==> src/hdl/dai64_pkg.sv <==
// package: status codes, register indexes and parse constants for the decimal to int64 converter
package dai64_pkg;

    typedef enum logic [1:0] {
        ST_OK     = 2'd0,
        ST_DECODE = 2'd1,
        ST_RANGE  = 2'd2
    } status_t;

    typedef enum logic {
        REG_MIN = 1'b0,
        REG_MAX = 1'b1
    } reg_idx_t;

    localparam logic [7:0] CHAR_PLUS  = 8'h2B;
    localparam logic [7:0] CHAR_MINUS = 8'h2D;
    localparam logic [7:0] CHAR_ZERO  = 8'h30;
    localparam logic [7:0] CHAR_NINE  = 8'h39;

    // largest magnitude that can still take another digit, and the last digit allowed there
    localparam logic [63:0] MAG_CUT = 64'd922337203685477580;
    localparam logic [3:0]  POS_REM = 4'd7;
    localparam logic [3:0]  NEG_REM = 4'd8;

    localparam logic signed [63:0] MIN_RESET = 64'sh8000_0000_0000_0000;
    localparam logic signed [63:0] MAX_RESET = 64'sh7FFF_FFFF_FFFF_FFFF;

endpackage

==> src/hdl/dai64_stream_if.sv <==
// interfaces: byte stream and result stream channels with valid/ready handshake
interface dai64_byte_if;
    logic       valid;
    logic       ready;
    logic [7:0] char_byte;
    logic       last_byte;
    logic       empty_field;

    modport source (output valid, output char_byte, output last_byte, output empty_field,
                    input ready);
    modport sink   (input valid, input char_byte, input last_byte, input empty_field,
                    output ready);
endinterface

interface dai64_result_if;
    logic               valid;
    logic               ready;
    logic signed [63:0] parsed_value;
    logic [1:0]         status;

    modport source (output valid, output parsed_value, output status, input ready);
    modport sink   (input valid, input parsed_value, input status, output ready);
endinterface

==> src/hdl/decimal_ascii_to_int64_top.sv <==
// top level: decimal ascii field to signed 64-bit integer with overflow and range check
//
// channel         role    payload
// byte_stream     sink    char_byte[7:0], last_byte, empty_field
// result_stream   source  parsed_value[63:0] signed, status[1:0]
// apb             slave   min_value at 0x0, max_value at 0x8, 64-bit data
//
// one byte per cycle while no field end waits; three register stages: input, finished field,
// result; a field-ending byte moves from input to finished field to result register
// the parse step keeps the per-field state (magnitude, sign, digit seen, first error)
// the final stage negates the magnitude and compares against min and max
// a held result backs up through the stages; any byte waits while a field-ending byte is stuck
// in the input register
// rst_n clears all control state and sets min/max to the full signed range
module decimal_ascii_to_int64_top
    import dai64_pkg::*;
(
    input  logic           clk,
    input  logic           rst_n,
    dai64_byte_if.sink     byte_stream,
    dai64_result_if.source result_stream,
    input  logic           psel,
    input  logic           penable,
    input  logic           pwrite,
    input  logic [3:0]     paddr,
    input  logic [63:0]    pwdata,
    output logic [63:0]    prdata,
    output logic           pready
);

    logic signed [63:0] min_reg;
    logic signed [63:0] max_reg;

    logic       in_valid_reg;
    logic [7:0] in_char_reg;
    logic       in_last_reg;
    logic       in_empty_reg;

    logic [63:0] mag_reg;
    logic        neg_reg;
    logic        seen_reg;
    logic        first_reg;
    status_t     perr_reg;

    logic        fin_valid_reg;
    logic [63:0] fin_mag_reg;
    logic        fin_neg_reg;
    status_t     fin_err_reg;

    logic               out_valid_reg;
    logic signed [63:0] out_value_reg;
    status_t            out_status_reg;

    logic        out_free;
    logic        fin_free;
    logic        ends;
    logic        parse_go;
    logic        in_free;
    logic        cfg_write;
    reg_idx_t    cfg_idx;

    logic [7:0]  digit_byte;
    logic [3:0]  digit;
    logic        is_digit;
    logic        is_sign;
    logic        ovf;
    logic [3:0]  lim_rem;
    logic [63:0] mag_step;
    logic [63:0] mag_next;
    logic        neg_next;
    logic        seen_next;
    status_t     perr_next;
    status_t     fin_err_next;

    logic signed [63:0] fin_value;
    logic               range_bad;

    // configuration port
    assign pready    = 1'b1;
    assign cfg_write = psel && penable && pwrite;
    assign cfg_idx   = reg_idx_t'(paddr[3]);
    assign prdata    = (cfg_idx == REG_MAX) ? max_reg : min_reg;

    always_ff @(posedge clk or negedge rst_n)
    begin
        if (!rst_n)
        begin
            min_reg <= MIN_RESET;
            max_reg <= MAX_RESET;
        end
        else if (cfg_write)
        begin
            case (cfg_idx)
                REG_MIN: min_reg <= pwdata;
                REG_MAX: max_reg <= pwdata;
                default: ;
            endcase
        end
    end

    // stage handshakes
    assign out_free = !out_valid_reg || result_stream.ready;
    assign fin_free = !fin_valid_reg || out_free;
    assign ends     = in_empty_reg || in_last_reg;
    assign parse_go = in_valid_reg && (!ends || fin_free);
    assign in_free  = !in_valid_reg || !ends || fin_free;
    assign byte_stream.ready = in_free;

    // input register
    always_ff @(posedge clk or negedge rst_n)
    begin
        if (!rst_n)
        begin
            in_valid_reg <= 1'b0;
        end
        else if (in_free)
        begin
            in_valid_reg <= byte_stream.valid;
        end
    end

    always_ff @(posedge clk)
    begin
        if (in_free && byte_stream.valid)
        begin
            in_char_reg  <= byte_stream.char_byte;
            in_last_reg  <= byte_stream.last_byte;
            in_empty_reg <= byte_stream.empty_field;
        end
    end

    // parse step
    always_comb
    begin
        digit_byte = in_char_reg - CHAR_ZERO;
        digit      = digit_byte[3:0];
        is_digit   = in_char_reg inside {[CHAR_ZERO:CHAR_NINE]};
        is_sign    = first_reg && ((in_char_reg == CHAR_PLUS) || (in_char_reg == CHAR_MINUS));
        lim_rem    = neg_reg ? NEG_REM : POS_REM;
        ovf        = (mag_reg > MAG_CUT) || ((mag_reg == MAG_CUT) && (digit > lim_rem));
        mag_step   = (mag_reg << 3) + (mag_reg << 1) + {60'd0, digit};

        mag_next  = mag_reg;
        neg_next  = neg_reg;
        seen_next = seen_reg;
        perr_next = perr_reg;

        if (perr_reg == ST_OK)
        begin
            if (is_sign)
            begin
                neg_next = (in_char_reg == CHAR_MINUS);
            end
            else if (is_digit)
            begin
                if (ovf)
                begin
                    perr_next = ST_RANGE;
                end
                else
                begin
                    mag_next  = mag_step;
                    seen_next = 1'b1;
                end
            end
            else
            begin
                perr_next = ST_DECODE;
            end
        end

        if (in_empty_reg)
        begin
            fin_err_next = ST_DECODE;
        end
        else if (perr_next != ST_OK)
        begin
            fin_err_next = perr_next;
        end
        else if (!seen_next)
        begin
            fin_err_next = ST_DECODE;
        end
        else
        begin
            fin_err_next = ST_OK;
        end
    end

    always_ff @(posedge clk or negedge rst_n)
    begin
        if (!rst_n)
        begin
            mag_reg   <= '0;
            neg_reg   <= 1'b0;
            seen_reg  <= 1'b0;
            first_reg <= 1'b1;
            perr_reg  <= ST_OK;
        end
        else if (parse_go)
        begin
            if (ends)
            begin
                mag_reg   <= '0;
                neg_reg   <= 1'b0;
                seen_reg  <= 1'b0;
                first_reg <= 1'b1;
                perr_reg  <= ST_OK;
            end
            else
            begin
                mag_reg   <= mag_next;
                neg_reg   <= neg_next;
                seen_reg  <= seen_next;
                first_reg <= 1'b0;
                perr_reg  <= perr_next;
            end
        end
    end

    // finished field register
    always_ff @(posedge clk or negedge rst_n)
    begin
        if (!rst_n)
        begin
            fin_valid_reg <= 1'b0;
        end
        else if (fin_free)
        begin
            fin_valid_reg <= in_valid_reg && ends;
        end
    end

    always_ff @(posedge clk)
    begin
        if (fin_free && in_valid_reg && ends)
        begin
            fin_mag_reg <= mag_next;
            fin_neg_reg <= neg_next;
            fin_err_reg <= fin_err_next;
        end
    end

    // sign apply and range check
    assign fin_value = fin_neg_reg ? -$signed(fin_mag_reg) : $signed(fin_mag_reg);
    assign range_bad = (fin_value < min_reg) || (fin_value > max_reg);

    always_ff @(posedge clk or negedge rst_n)
    begin
        if (!rst_n)
        begin
            out_valid_reg <= 1'b0;
        end
        else if (out_free)
        begin
            out_valid_reg <= fin_valid_reg;
        end
    end

    always_ff @(posedge clk)
    begin
        if (out_free && fin_valid_reg)
        begin
            if (fin_err_reg != ST_OK)
            begin
                out_value_reg  <= '0;
                out_status_reg <= fin_err_reg;
            end
            else if (range_bad)
            begin
                out_value_reg  <= '0;
                out_status_reg <= ST_RANGE;
            end
            else
            begin
                out_value_reg  <= fin_value;
                out_status_reg <= ST_OK;
            end
        end
    end

    assign result_stream.valid        = out_valid_reg;
    assign result_stream.parsed_value = out_value_reg;
    assign result_stream.status       = out_status_reg;

endmodule

==> src/flat_wrapper.sv <==
// flat-port wrapper written by rule: the top's interface ports become plain ports
module decimal_ascii_to_int64_top_flat import dai64_pkg::*;
  (clk, rst_n, psel, penable, pwrite, paddr, pwdata, prdata, pready, byte_stream_valid, byte_stream_char_byte, byte_stream_last_byte, byte_stream_empty_field, byte_stream_ready, result_stream_valid, result_stream_parsed_value, result_stream_status, result_stream_ready);
  dai64_byte_if byte_stream_i ();
  dai64_result_if result_stream_i ();
  input  logic clk;
  input  logic rst_n;
  input  logic psel;
  input  logic penable;
  input  logic pwrite;
  input  logic [3:0] paddr;
  input  logic [63:0] pwdata;
  output logic [63:0] prdata;
  output logic pready;
  input wire logic [$bits(byte_stream_i.valid)-1:0] byte_stream_valid;
  input wire logic [$bits(byte_stream_i.char_byte)-1:0] byte_stream_char_byte;
  input wire logic [$bits(byte_stream_i.last_byte)-1:0] byte_stream_last_byte;
  input wire logic [$bits(byte_stream_i.empty_field)-1:0] byte_stream_empty_field;
  output wire logic [$bits(byte_stream_i.ready)-1:0] byte_stream_ready;
  output wire logic [$bits(result_stream_i.valid)-1:0] result_stream_valid;
  output wire logic [$bits(result_stream_i.parsed_value)-1:0] result_stream_parsed_value;
  output wire logic [$bits(result_stream_i.status)-1:0] result_stream_status;
  input wire logic [$bits(result_stream_i.ready)-1:0] result_stream_ready;
  assign byte_stream_i.valid = byte_stream_valid;
  assign byte_stream_i.char_byte = byte_stream_char_byte;
  assign byte_stream_i.last_byte = byte_stream_last_byte;
  assign byte_stream_i.empty_field = byte_stream_empty_field;
  assign byte_stream_ready = byte_stream_i.ready;
  assign result_stream_valid = result_stream_i.valid;
  assign result_stream_parsed_value = result_stream_i.parsed_value;
  assign result_stream_status = result_stream_i.status;
  assign result_stream_i.ready = result_stream_ready;
  decimal_ascii_to_int64_top u_core (.clk(clk), .rst_n(rst_n), .byte_stream(byte_stream_i), .result_stream(result_stream_i), .psel(psel), .penable(penable), .pwrite(pwrite), .paddr(paddr), .pwdata(pwdata), .prdata(prdata), .pready(pready));
endmodule
==> config.mk <==
export PLATFORM = sky130hd
export DESIGN_NAME = decimal_ascii_to_int64_top_flat
export DESIGN_NICKNAME = d
export VERILOG_FILES = /design/src/hdl/dai64_pkg.sv /design/src/hdl/dai64_stream_if.sv /design/src/hdl/decimal_ascii_to_int64_top.sv /design/src/flat_wrapper.sv
export SDC_FILE = /design/constraint.sdc
export NUM_CORES = 1
export LEC_CHECK = 0
export BUFFER_PORTS_ARGS = -buffer_cell sky130_fd_sc_hd__buf_2
export CAP_MARGIN = 0
export CORE_MARGIN = 4
export CORE_UTILIZATION = 34
export CTS_BUF_LIST = sky130_fd_sc_hd__clkbuf_4 sky130_fd_sc_hd__clkbuf_8
export DETAILED_ROUTE_END_ITERATION = 10
export PLACE_DENSITY = 0.59
export REMOVE_ABC_BUFFERS = 1
export SLEW_MARGIN = 40
export SYNTH_ARGS = -nofsm -noshare
export SYNTH_HDL_FRONTEND = slang
export SYNTH_SLANG_ARGS = --single-unit
==> constraint.sdc <==
create_clock -name clk -period 7.5 [get_ports clk]
set_clock_uncertainty 0.1 [all_clocks]
set_input_delay 0 -clock clk [delete_from_list [all_inputs] [get_ports clk]]
set_output_delay 0 -clock clk [all_outputs]
set_load 0.01 [all_outputs]
== After elaboration in Yosys (flattened, before gate mapping) ==
Cells that the tools add are included.
Widths: inputs -> output; s select.

* Add/sub/neg operators: 4
* Multipliers: 0
* Div/mod/pow operators: 0
* Magnitude comparators: 6
* Equal/unequal tests: 3
* Shift operators: 0
* Multiplexer cells: 26
* Bitwise logic cells: 1
* Reduce and logical (&&, ||, !) cells: 30

{| class="wikitable"
|+ Operators by type and width
! operator !! count
|-
| $mux 64 || 7
|-
| $add 64x4->64 || 1
|-
| $add 64x64->64 || 1
|-
| $eq 64x60->1 const B || 1
|-
| $gt 64x60->1 const B || 1
|-
| $gt 64x64->1 || 1
|-
| $lt 64x64->1 || 1
|-
| $neg 64->64 || 1
|-
| $eq 8x6->1 const B || 2
|-
| $mux 2 || 8
|-
| $logic_and 1x1->1 || 11
|-
| $mux 1 || 10
|-
| $logic_or 1x1->1 || 9
|-
| $ge 8x6->1 const B || 1
|-
| $le 8x6->1 const B || 1
|-
| $gt 4x4->1 || 1
|-
| $logic_not 1->1 || 4
|-
| $mux 4 || 1
|-
| $reduce_and 2->1 || 2
|-
| $reduce_bool 2->1 || 2
|-
| $sub 4x1->4 const B || 1
|-
| $logic_not 2->1 || 1
|-
| $reduce_or 2->1 || 1
|-
| $not 1->1 || 1
|}

* Register bits: 343
* Latch bits: 0
* Bits in writable memories: 0
* ROM bits: 0
* Input port bits: 85
* Output and inout port bits: 133
* Logic and storage cells: 88
* Memories kept: 0

== Depth between registers and ports, before layout ==
* Word-level depth: 10
* Mapped depth: 21
* Gate-level depth less buffers: 20

== Worst setup path before layout ==
OpenSTA, ideal clock, no wires.

* Path type: register to register
* Start: register u_core.fin_mag_reg[31]
* End: register u_core.out_value_reg[54] (netlist: u_core.result_stream.parsed_value[54]) (data pin)
* Library setup time: 0.266 ns
* Arrival time: 5.615 ns
* Data required time: 7.134 ns
* Slack: 1.519 ns
* Stages on the path, launching flop included: 21
* Path buffers: 2
* Period minus slack after synthesis: 5.981 ns
* Path through: edfxtp_1 or4_4 or4_4 or4b_1 or2_4 or4_1 buf_2 nand2b_4 o41ai_4 xnor2_1 ha_1 nand4_1 nor2_1 nand2_1 nor3_1 nand4_1 a31oi_1 nor4_1 o311ai_1 clkbuf_1 nor2b_1

* Word-level cells in the longest chain between the ends: 5
* Elaborated cells on any way between the ends: 6
* Classes of those cells: 1 x add/sub; 2 x order compare; 1 x mux; 2 x reduce/logical

{| class="wikitable"
|+ RTL lines
! item !! RTL line !! RTL
|-
| from (decl) || decimal_ascii_to_int64_top.sv:46 || <nowiki>logic [63:0] fin_mag_reg;</nowiki>
|-
| from (signal assigned) || decimal_ascii_to_int64_top.sv:238 || <nowiki>fin_mag_reg <= mag_next;</nowiki>
|-
| $neg 64->64 (*) || decimal_ascii_to_int64_top.sv:245 || <nowiki>assign fin_value = fin_neg_reg ? -$signed(fin_mag_reg) : $signed(fin_mag_reg);</nowiki>
|-
| $mux 64 (*) || decimal_ascii_to_int64_top.sv:245 ||
|-
| via u_core.fin_value[63] || decimal_ascii_to_int64_top.sv:75 || <nowiki>logic signed [63:0] fin_value;</nowiki>
|-
| $lt 64x64->1 / $gt 64x64->1 (equally long branches) || decimal_ascii_to_int64_top.sv:246 || <nowiki>assign range_bad = (fin_value < min_reg) || (fin_value > max_reg);</nowiki>
|-
| $logic_or 1x1->1 (*) || decimal_ascii_to_int64_top.sv:246 ||
|-
| $reduce_or 2->1 (no line) (*) || - ||
|-
| to (signal assigned) || decimal_ascii_to_int64_top.sv:276 || <nowiki>out_value_reg <= fin_value;</nowiki>
|-
| to (decl) || decimal_ascii_to_int64_top.sv:51 || <nowiki>logic signed [63:0] out_value_reg;</nowiki>
|}

The timed path passes the listed nets; every way through them passes the cells marked *.
A chain may end at the register's enable or synchronous reset.

== Worst setup path after layout ==
* Start: register u_core.fin_mag_reg[11]
* End: register u_core.out_value_reg[20] (netlist: u_core.result_stream.parsed_value[20]) (data pin)

The elaborated chain is that of the path after synthesis.

==> results.sh <==
export IMPL_cts_root_to_sink_buffers=3
export IMPL_synth_cell_type_count=77
export IMPL_start_util_pct=34.3
export IMPL_regToRegEndpoint="u_core.result_stream.parsed_value[20]"
export IMPL_worst_ir_drop_vdd_uv=87.7
export IMPL_finish_instance_area_um2=27300
export IMPL_cpLargestDelayFamily="simple AND/OR/NAND/NOR gates"
export IMPL_die_area_um2=71800
export IMPL_whs_path_depth=3
export IMPL_cts_tree="built"
export IMPL_timing_critical_path_cells="or4_1 -> nor3_1 -> nand3_1 -> or4_1 -> or4_1 -> nand2b_4 -> o41ai_4 -> xnor2_1 -> ha_1 -> nand4_1 -> nor2_1 -> nand2_1 -> nor3_1 -> nand4_1 -> a31oi_1 -> nor4_1 -> o311ai_4 -> buf_4 -> nor2b_1"
export IMPL_fin_hold_ws_ns=0.0509
export IMPL_nets=2947
export IMPL_numCtsBuffers=56
export IMPL_max_freq_mhz=152
export IMPL_worst_hold_path_type="in -> reg"
export IMPL_yosys_warnings=0
export IMPL_cts_repair_resize_count=0
export IMPL_layout_worst_path_cycle_share_pct=88.0
export IMPL_r2r_slack_ns=0.90
export IMPL_total_wire_length_after_detailed_routing_um=66700
export IMPL_critPathSlowestCell="or4_1"
export IMPL_die_h_um=268
export IMPL_antenna_violating_nets_post_route=0
export IMPL_maxCapViolCount=0
export IMPL_layout_area_growth_over_synthesis_pct=19.0
export IMPL_wl_per_cell_um=18.9
export IMPL_post_dp_cell_area_um2=25000
export IMPL_synth_avg_cell_area_um2=9.95
export IMPL_chipWidth_um=268
export IMPL_hpwl_um=50400
export IMPL_clock_insertion_delay_worst_skew_ns=0.64
export IMPL_worst_endpoint_arrival_ns=6.87
export IMPL_min_delay_start="pwdata[55]"
export IMPL_critPathMaxStageDelay_ns=0.65
export IMPL_run_status="finished, final reports clean"
export IMPL_worst_path_max_fanout=41
export IMPL_power_density_nw_per_um2=206
export IMPL_postLayoutSetupSlackWorst_ns=0.900
export IMPL_dominant_synthesized_flop_cell="edfxtp_1"
export IMPL_drive_gt1_share_pct=21.3
export IMPL_final_min_clock_period_ns=6.60
export IMPL_pin_count=218
export IMPL_layout_commonest_cell="ha_1"
export IMPL_grt_overflow=0
export IMPL_routed_via_count=18612
export IMPL_post_synthesis_cell_area_um2=23000
export IMPL_first_global_vias=18448
export IMPL_numPortBuffers=213
export IMPL_worst_slew_pin_transition_ns=0.819
export IMPL_clkSinkCount=343
export IMPL_worst_r2r_cell_count=19
export IMPL_drc=0
export IMPL_worst_setup_path_startpoint="u_core.fin_mag_reg[11]"
export IMPL_cp_end_kind="register"
export IMPL_place_gp_congestion=0.857
export IMPL_detailedPlace_worstSlack_ns=0.882
export IMPL_timing_setup_critical_path_class="reg -> reg"
export IMPL_drv_slew=0
export IMPL_gr_usage_total_pct=18.0
export IMPL_worstSetupPathDepth=19
export IMPL_max_slew_margin_rel_pct=44.9
export IMPL_ys_seq_elements=343
export IMPL_dr_pass1_iters=5
export IMPL_placeableCoreArea_um2=67000
export IMPL_worst_path_most_repeated_cell="or4_1"
export IMPL_critical_path_n_buffers_inverters=1
export IMPL_share_of_flip_flops_with_an_asynchronous_set_or_reset_after_synthesis_pct=58.3
export IMPL_setup_viol_count_final=0
export IMPL_1st_iter_drt_viols=1175
export IMPL_first_pass_grt_wire_length_um=103000
export IMPL_grt_setup_unrepaired="no"
export IMPL_grt_start_max_net_pins=102
export IMPL_cts_root_buf="clkbuf_8"
export IMPL_synth_seq_area_share_pct=40.8
export IMPL_hold_viol_final=0
export IMPL_setup_tns_final_ns=0
export IMPL_post_synth_inst_count=2308
export IMPL_power_leakage_nw=12.4
export IMPL_critical_path_reg2reg_startpoint="u_core.fin_mag_reg[11]"
export IMPL_final_cell_count_no_fill=3529
export IMPL_setup_worst_path_start_class="register"
export IMPL_place_inst=3315
export IMPL_most_common_layout_cells="254 x ha_1, 236 x nand2_1, 211 x buf_2"
export IMPL_post_synth_edffs=143
export IMPL_worst_ep_required_time_ns=7.77
export IMPL_htree_levels=2
export IMPL_rows=95
export IMPL_routed_via_density=5.27
export IMPL_clk_transition_reported_paths_ns=0.06
export IMPL_hold_path_endpoint="u_core.max_reg[55]"
export IMPL_post_cts_setup_buffers=0
export IMPL_grt_antenna_before_repair=2
## repair_timing
item | 4_1_cts | 5_1_grt
hold endpoints to repair | 250 | 0
hold buffers | 106 | 0
setup endpoints to repair | 0 | 0
## logic make-up after synthesis
family	after synthesis	share of synthesized area, %
xor+xnor	120	4.58
fa+ha+maj	256	14.0
other cells	1	0.0163
mux	149	7.30
flops	343	40.8
simple gates	624	13.6
buf+inv	247	4.06
compound gates	568	15.6
## worst register-to-register path, stage by stage, from the launching register on
cell      delay [ns]
edfxtp_1        0.46
or4_1           0.55
nor3_1          0.28
nand3_1         0.23
or4_1           0.65
or4_1           0.65
nand2b_4        0.24
o41ai_4         0.31
xnor2_1         0.18
ha_1            0.37
nand4_1         0.16
nor2_1          0.17
nand2_1         0.08
nor3_1          0.41
nand4_1         0.21
a31oi_1         0.23
nor4_1          0.13
o311ai_4        0.31
buf_4           0.47
nor2b_1         0.13
## power breakdown
part	total, mW	internal [mW]	leakage [nW]	switching [mW]
Combinational	1.39	0.609	7.86	0.782
Clock	1.84	1.05	0.668	0.790
Sequential	2.40	2.25	3.85	0.155
Total	5.63	3.91	12.4	1.73
## synthesized netlist by cell type (12+ instances only)
cell type    n  area share (%)
a31oi_1     12            0.33
o21a_1      14            0.46
nor4_1      17            0.46
mux2_2     148             7.3
nor3_1      21            0.46
a22o_1      13            0.50
clkbuf_1    85             1.4
nor2b_1     74             2.0
o31ai_1     29            0.95
or3_1       14            0.38
o21ai_0    199             4.3
nor2_1      66             1.1
xor2_1      29             1.1
a21oi_1    112             2.4
a21o_1      85             2.8
dfstp_2     65             7.4
o211ai_1    19            0.62
nand2b_1    15            0.41
edfxtp_1   143              19
xnor2_1     91             3.5
nand4_1     57             1.6
nand2_1    236             3.9
or4_1       15            0.49
inv_1      152             2.5
ha_1       254              14
dfrtp_1    135              15
o21bai_1    12            0.39
nand3_1     64             1.4
## metal layers
layer / track usage [%] / routed length, um
met1: 24.3 / 30500
met2: 30.1 / 31300
met3: 1.74 / 2470
met4: 6.60 / 2370
met5: 0 / 0
## layout make-up
| class | count | area [um2] |
|---|---|---|
| diodes | 2 | 5.00 |
| clock buffers | 74 | 962 |
| clock inverters | 32 | 313 |
| fillers | 6485 | 39700 |
| inverters | 153 | 574 |
| multi-input cells | 1718 | 12700 |
| flip-flops and latches | 343 | 9380 |
| well taps | 873 | 1090 |
| repair buffers | 334 | 2310 |
## through the flow
step | utilization (%) | power (mW)
after floorplan | - | 3.25
after global placement | 37.2 | 3.72
after detailed placement | 37.2 | 3.77
after CTS | 40.7 | 5.68
after global routing | 40.8 | 5.94
final | 40.8 | 5.63
## how the worst max path moves through the flow
stage / endpoint / slack (ns)
2_1_floorplan: u_core.result_stream.parsed_value[10] / -1.13
3_3_place_gp: u_core.result_stream.parsed_value[2] / 1.06
3_5_place_dp: u_core.result_stream.parsed_value[20] / 0.88
4_1_cts: u_core.result_stream.parsed_value[20] / 0.85
5_1_grt: u_core.result_stream.parsed_value[20] / 0.43
6_report: u_core.result_stream.parsed_value[20] / 0.90
Power figures use the tool's default switching activity.
